`config.mk`:
```
export PLATFORM = sky130hd
export DESIGN_NAME = overwriting_ring_buffer_top
export DESIGN_NICKNAME = d
export VERILOG_FILES = /design/src/design/orb_pkg.sv /design/src/design/orb_ram.sv /design/src/design/orb_ctrl.sv /design/src/design/overwriting_ring_buffer_top.sv
export SDC_FILE = /design/constraint.sdc
export NUM_CORES = 1
export LEC_CHECK = 0
export BUFFER_PORTS_ARGS = -buffer_cell sky130_fd_sc_hd__clkbuf_2
export CORE_ASPECT_RATIO = 0.5
export CORE_UTILIZATION = 25
export DETAILED_ROUTE_END_ITERATION = 16
export GPL_ROUTABILITY_DRIVEN = 0
export HOLD_SLACK_MARGIN = 0.06
export SLEW_MARGIN = 20
export SYNTH_ARGS = -nofsm -noshare
export SYNTH_HDL_FRONTEND = slang
export SYNTH_SLANG_ARGS = --single-unit
```
`constraint.sdc`:
```
create_clock -name clk -period 21.2 [get_ports clk]
set_clock_uncertainty 0.2 [all_clocks]
set_input_delay 6.36 -clock clk [delete_from_list [all_inputs] [get_ports clk]]
set_output_delay 6.36 -clock clk [all_outputs]
set_load 0.02 [all_outputs]
```
`src/design/orb_pkg.sv`:
```
// ----------------------------------------------------------------------------
// orb_pkg
// Shared types and constants for the overwriting ring buffer.
// ----------------------------------------------------------------------------
package orb_pkg;

  localparam int DEPTH     = 16;
  localparam int WORD_BITS = 32;
  localparam int ADDR_W    = $clog2(DEPTH);
  localparam int CNT_W     = 5;
  localparam int KIND_W    = 3;
  localparam int IDX_W     = 4;
  localparam int ERR_W     = 2;

  // Operation codes
  typedef enum logic [KIND_W-1:0] {
    KIND_PUSH  = 3'd0,
    KIND_POP   = 3'd1,
    KIND_CLEAR = 3'd2,
    KIND_READ  = 3'd3,
    KIND_WRITE = 3'd4
  } kind_t;

  // Error codes
  typedef enum logic [ERR_W-1:0] {
    ERR_NONE  = 2'd0,
    ERR_INDEX = 2'd1,
    ERR_EMPTY = 2'd2,
    ERR_ZCAP  = 2'd3
  } err_t;

  // Slot memory access request
  typedef struct packed {
    logic                 we;
    logic                 re;
    logic [ADDR_W-1:0]    addr;
    logic [WORD_BITS-1:0] wdata;
  } mem_req_t;

  // Registered result word, read data joined in at the top level
  typedef struct packed {
    logic             valid;
    logic             rd_sel;
    logic [CNT_W-1:0] count;
    logic             full;
    logic             ovw;
    err_t             err;
  } res_t;

endpackage

```
`src/design/orb_ram.sv`:
```
// ----------------------------------------------------------------------------
// orb_ram
// Single-port synchronous RAM with a registered read.
// ----------------------------------------------------------------------------
module orb_ram #(
  parameter int DEPTH_P = 16,
  parameter int WIDTH_P = 32
) (
  input  logic                       clk,
  input  logic                       we,
  input  logic                       re,
  input  logic [$clog2(DEPTH_P)-1:0] addr,
  input  logic [WIDTH_P-1:0]         wdata,
  output logic [WIDTH_P-1:0]         rdata
);

  logic [WIDTH_P-1:0] mem [DEPTH_P];

  // write port
  always_ff @(posedge clk) begin
    if (we) begin
      mem[addr] <= wdata;
    end
  end

  // registered read port
  always_ff @(posedge clk) begin
    if (re) begin
      rdata <= mem[addr];
    end
  end

endmodule

```
`src/design/orb_ctrl.sv`:
```
// ----------------------------------------------------------------------------
// orb_ctrl
// Head/count pointers, logical-to-slot mapping, error checks and the
// registered result word.
// ----------------------------------------------------------------------------
module orb_ctrl (
  input  logic                          clk,
  input  logic                          rst_n,
  input  logic                          accept,
  input  logic [orb_pkg::KIND_W-1:0]    kind,
  input  logic [orb_pkg::IDX_W-1:0]     index,
  input  logic [orb_pkg::WORD_BITS-1:0] value,
  input  logic                          cfg_we,
  input  logic [orb_pkg::CNT_W-1:0]     cfg_data,
  output orb_pkg::mem_req_t             mem_req,
  output orb_pkg::res_t                 res
);
  import orb_pkg::*;

  localparam logic [CNT_W-1:0] DEPTH_C = CNT_W'(DEPTH);

  logic [ADDR_W-1:0] head_r, head_nxt;
  logic [CNT_W-1:0]  held_r, held_nxt;
  logic [CNT_W-1:0]  cap_r,  cap_nxt;
  res_t              res_r,  res_nxt;

  logic [CNT_W-1:0]  head_ext;
  logic [CNT_W-1:0]  head_inc;
  logic [ADDR_W-1:0] head_adv;
  logic [CNT_W-1:0]  off;
  logic [CNT_W-1:0]  sum;
  logic [CNT_W-1:0]  slot;
  logic              idx_ok;

  // slot = (head + offset) mod cap; both terms stay below cap
  assign head_ext = CNT_W'(head_r);
  assign head_inc = head_ext + CNT_W'(1);
  assign head_adv = (head_inc >= cap_r) ? '0 : head_inc[ADDR_W-1:0];
  assign off      = (kind_t'(kind) == KIND_PUSH) ? held_r : CNT_W'(index);
  assign sum      = head_ext + off;
  assign slot     = (sum >= cap_r) ? (sum - cap_r) : sum;
  assign idx_ok   = CNT_W'(index) < held_r;

  // operation decode
  always_comb begin
    head_nxt      = head_r;
    held_nxt      = held_r;
    cap_nxt       = cap_r;
    mem_req.we    = 1'b0;
    mem_req.re    = 1'b0;
    mem_req.addr  = slot[ADDR_W-1:0];
    mem_req.wdata = value;
    res_nxt       = '0;
    res_nxt.err   = ERR_NONE;

    if (cfg_we) begin
      cap_nxt  = (cfg_data > DEPTH_C) ? DEPTH_C : cfg_data;
      head_nxt = '0;
      held_nxt = '0;
    end else if (accept) begin
      res_nxt.valid = 1'b1;
      case (kind)
        KIND_PUSH: begin
          if (cap_r == '0) begin
            res_nxt.err = ERR_ZCAP;
          end else if (held_r < cap_r) begin
            mem_req.we = 1'b1;
            held_nxt   = held_r + CNT_W'(1);
          end else begin
            // full: replace oldest, head moves on
            mem_req.we   = 1'b1;
            mem_req.addr = head_r;
            head_nxt     = head_adv;
            res_nxt.ovw  = 1'b1;
          end
        end
        KIND_POP: begin
          if (held_r == '0) begin
            res_nxt.err = ERR_EMPTY;
          end else begin
            held_nxt = held_r - CNT_W'(1);
            head_nxt = (held_r == CNT_W'(1)) ? '0 : head_adv;
          end
        end
        KIND_CLEAR: begin
          held_nxt = '0;
          head_nxt = '0;
        end
        KIND_READ: begin
          if (!idx_ok) begin
            res_nxt.err = ERR_INDEX;
          end else begin
            mem_req.re     = 1'b1;
            res_nxt.rd_sel = 1'b1;
          end
        end
        KIND_WRITE: begin
          if (!idx_ok) begin
            res_nxt.err = ERR_INDEX;
          end else begin
            mem_req.we = 1'b1;
          end
        end
        default: begin
        end
      endcase
      res_nxt.count = held_nxt;
      res_nxt.full  = (held_nxt == cap_r);
    end
  end

  // pointer and result registers
  always_ff @(posedge clk) begin
    if (!rst_n) begin
      head_r <= '0;
      held_r <= '0;
      cap_r  <= DEPTH_C;
      res_r  <= '0;
    end else begin
      head_r <= head_nxt;
      held_r <= held_nxt;
      cap_r  <= cap_nxt;
      res_r  <= res_nxt;
    end
  end

  assign res = res_r;

endmodule

```
`src/design/overwriting_ring_buffer_top.sv`:
```
// ----------------------------------------------------------------------------
// overwriting_ring_buffer_top
// Ring buffer of data words that overwrites the oldest entry when full.
// Each word's result strobes on out_valid in the cycle after start.
// Throughput: one word per cycle; busy stays low, at most one slot RAM access a word.
// Reset (rst_n low, synchronous): buffer empty, head 0, capacity 16.
// Slot contents are not cleared; results are never stalled by the receiver.
// ----------------------------------------------------------------------------
module overwriting_ring_buffer_top (
  input  logic                          clk,
  input  logic                          rst_n,
  input  logic                          start,
  output logic                          busy,
  input  logic [orb_pkg::KIND_W-1:0]    in_kind,
  input  logic [orb_pkg::IDX_W-1:0]     in_index,
  input  logic [orb_pkg::WORD_BITS-1:0] in_value,
  input  logic                          cfg_we,
  input  logic [orb_pkg::CNT_W-1:0]     cfg_data,
  output logic                          out_valid,
  output logic [orb_pkg::WORD_BITS-1:0] out_read_data,
  output logic [orb_pkg::CNT_W-1:0]     out_count,
  output logic                          out_full_res,
  output logic                          out_overwrote,
  output logic [orb_pkg::ERR_W-1:0]     out_error
);
  import orb_pkg::*;

  mem_req_t             mem_req;
  res_t                 res;
  logic [WORD_BITS-1:0] rdata;

  assign busy = 1'b0;

  orb_ctrl u_ctrl (
    .clk      (clk),
    .rst_n    (rst_n),
    .accept   (start && !busy),
    .kind     (in_kind),
    .index    (in_index),
    .value    (in_value),
    .cfg_we   (cfg_we),
    .cfg_data (cfg_data),
    .mem_req  (mem_req),
    .res      (res)
  );

  orb_ram #(
    .DEPTH_P (DEPTH),
    .WIDTH_P (WORD_BITS)
  ) u_ram (
    .clk   (clk),
    .we    (mem_req.we),
    .re    (mem_req.re),
    .addr  (mem_req.addr),
    .wdata (mem_req.wdata),
    .rdata (rdata)
  );

  // result word; read data only for a successful read
  assign out_valid     = res.valid;
  assign out_read_data = res.rd_sel ? rdata : '0;
  assign out_count     = res.count;
  assign out_full_res  = res.full;
  assign out_overwrote = res.ovw;
  assign out_error     = res.err;

endmodule

```
==> run metrics <==
synth cell count leaders=edfxtp_1 (544), nand2_1 (217), a21oi_1 (148), inv_1 (148), o221ai_1 (128); area share of xor/xnor cells in the synthesized design=0.00403; Final ANT Viol Nets=0; multi-input logic area=6140 µm²; unrepaired setup endpoints after global routing=false; post-synth cell types=63; cell mode on critical path=inv_1; Initial Utilization=0.255; DRT iter0 DRCs=1,476; Critical Path Max Stage Delay=0.90 ns; routed vias/inst=4.79; Syn Area/Cell=14.1 µm²; Global Route Usage Sum=0.125; layout cells sized above 1=0.160; routed wire length=61,900 µm; Post-synth ARST share=0; Primary FF master, synth=edfxtp_1; Syn Nets=1,765; global route overflow=0; Hold Path Depth=2; # rows=79; CP Launch Type=primary input; synthesis-to-finish area growth=16.2%; Post-Synth Adder-Cell Area=0.0148; CP cell instances=clkbuf_2 -> inv_1 -> nand3_1 -> o21ai_0 -> ha_1 -> inv_1 -> fa_1 -> inv_1 -> a21o_1 -> a21oi_1 -> xor2_1 -> ha_1 -> a21o_1 -> a31oi_1 -> mux2i_1 -> mux2i_4 -> buf_4 -> buf_4 -> mux4_2 -> nor2_1 -> a2111oi_1; DRC=0; kind of critical path=primary input to register; WP buf/inv=6; area fraction of the dominant cell type after synthesis=0.683; Mapped Cells=1,690; P_leak=9.62 nW; first-pass GRT wire length=92,300 µm; die width=439 µm; Max-cap violations=0; die area=97,000 µm²; routed length on met1=26,600 µm; top-count cell post-synth=edfxtp_1; TritonCTS Buffers=56; Mapped Area=23,900 µm²; Die Ht=221 µm; initial antenna violation count=3; status=finished clean; flop2flop setup slack=14.44 ns; Critical Path Sink Type=register; hold path endpoint=u_ctrl.head_r[1]; Post-synth EDFFs=544; delay-heaviest family, CP=buffers and inverters; Worst Hold Class=register to register; fmax=0.0788 GHz; clk buf depth=3; Hold Slack=0.348 ns; CP max FO=61; total iterations of the first detailed-routing run=5; core area=93,800 µm²; via count=14,602; drt wl/cell=20.3 µm; Seq/Total Area, Yosys=0.704; HPWL Detailed=36,000 µm; clk sinks=569; Final min period=12.70 ns; Simple-Gate Fraction of Synth Area=0.0694; top post-synthesis cells by area=edfxtp_1 (68%), o221ai_1 (4.7%), nand2_1 (3.4%), a21oi_1 (3.1%), mux4_2 (3.0%); FF-to-FF End=u_ram.rdata[0]; Hold Vio Cnt, Final=0; Synth Warn #=0; Pins Over Slew Limit=0; Reg area=16,800 µm²; reg-to-reg critical path startpoint=u_ctrl.held_r[0]; top layer in use=met4; combinational family with the most area after synthesis=compound AO/OA/AOI/OAI gates; Worst R2R Path Depth=19; post-CTS sizing=0; final setup vio count=0; Crit-path slowest cell=buf_4; Synth Area in Compound Gates=0.125; Nets=1,821; WL met3=4230 µm; Final Cycle Share=0.599; post-cts hold buffer count=0; Worst Path Arrival=12.81 ns; Pwr Density=89.1 nW/µm²; Hold Crit Start=u_ctrl.head_r[1]; setup TNS=0 ns; number of I/O pins=91; TritonCTS clock tree=built; dominant cell type by area after synthesis=edfxtp_1; I/O Buffers=89; post-CTS setup buffer count=0; root buffer cell=clkbuf_16; Slew HR=0.217; Fillers=9,231; clock-pin slew on the worst setup and hold paths=0.06 ns; H-tree levels=2; Max VDD drop=0.0613 mV; met2 WL=29,800 µm; pin count of the biggest net entering global routing=145; #FFs+latches synth=569; multiplexer share of the synthesized area=0.0348; CP Data Required Time=21.31 ns; vias in the first global route=14,152; worst slew pin tran=1.17 ns; clk_lat worst skew=0.63 ns
cells by family after synthesis:
group	Yosys count
other	1
buffers and inverters	267
multiplexers	41
XOR/XNOR	11
adder cells (fa/ha/maj)	27
flip-flops	569
AO/OA/AOI/OAI	396
AND/OR/NAND/NOR	378
final cells by class:
| cell class | count | share of cell area |
|---|---|---|
| flip-flops and latches | 569 | 0.606 |
| multi-input cells | 854 | 0.221 |
| well taps | 1255 | 0.0565 |
| clock buffers | 67 | 0.0527 |
| repair buffers | 117 | 0.0301 |
| inverters | 148 | 0.0200 |
| clock inverters | 36 | 0.0135 |
| diodes | 1 | 0.0000901 |
cell usage in the layout, fill, tap and decap left out, types with 7 or more instances in the layout:
cell type / synthesis / routed
a2111oi_2: 27 / 28
a21o_1: 12 / 12
a21oi_1: 148 / 148
a22o_1: 32 / 32
and2_1: 39 / 39
buf_12: 0 / 8
buf_4: 11 / 16
clkbuf_1: 74 / 10
clkbuf_16: 0 / 57
clkbuf_2: 1 / 89
clkinv_1: 0 / 17
dfxtp_1: 25 / 25
edfxtp_1: 544 / 544
ha_1: 25 / 25
inv_1: 148 / 148
mux4_2: 32 / 32
nand2_1: 217 / 217
nand3_1: 10 / 10
nor2_1: 67 / 54
nor2_4: 0 / 13
nor2b_1: 8 / 8
nor3_1: 7 / 7
o21ai_0: 13 / 13
o221ai_1: 128 / 128
xnor2_1: 9 / 9
registers in the layout, indices dropped and copies added, names as in the netlist:
register,cells
u_ram.mem,512
u_ctrl.res,11
u_ram.rdata,32
u_ctrl.head_r,4
u_ctrl.cap_r,5
u_ctrl.held_r,5
power breakdown:
part           total [mW]  internal, mW  switching, mW
sequential           1.24          1.24        0.00235
clock               0.990         0.566          0.424
combinational       0.244        0.0801          0.164
how the worst max path moves through the flow:
stage | startpoint | endpoint | slack [ns] | cells after the start
5_1_grt | in_kind[2] | u_ram.rdata[0] | 7.95 | 21
2_1_floorplan | in_kind[0] | u_ram.mem[11][0] | 8.90 | 22
3_3_place_gp | in_kind[2] | u_ram.mem[15][14] | 7.79 | 19
3_5_place_dp | in_kind[2] | u_ram.rdata[19] | 7.88 | 21
6_report | in_kind[2] | u_ram.rdata[0] | 8.50 | 21
4_1_cts | in_kind[2] | u_ram.rdata[0] | 8.55 | 21
worst min-delay path, stage by stage, from the launching register on:
cell     delay, ns
dfxtp_1       0.37
nand2_1       0.08
a21oi_1       0.05
stage by stage:
stage                     std cells  utilization  power, mW  area (µm²)  worst slack, ns
after detailed placement       2941        0.276       1.51       25900             7.88
after global routing           3047        0.296       2.55       27800             7.95
after global placement         2931        0.274       1.51       25700             7.79
after floorplan                1690            -       1.43       23900             8.90
after CTS                      3044        0.296       2.49       27700             8.55
final                          3047        0.296       2.48       27800             8.50
routing by layer:
metal / global-route usage / up-vias
met3: 0.0154 / 90
met2: 0.208 / 544
met1: 0.171 / 7444
li1: - / 6524
met4: 0.0375 / 0
met5: 0 / -
(Power assumes the default switching activity.)
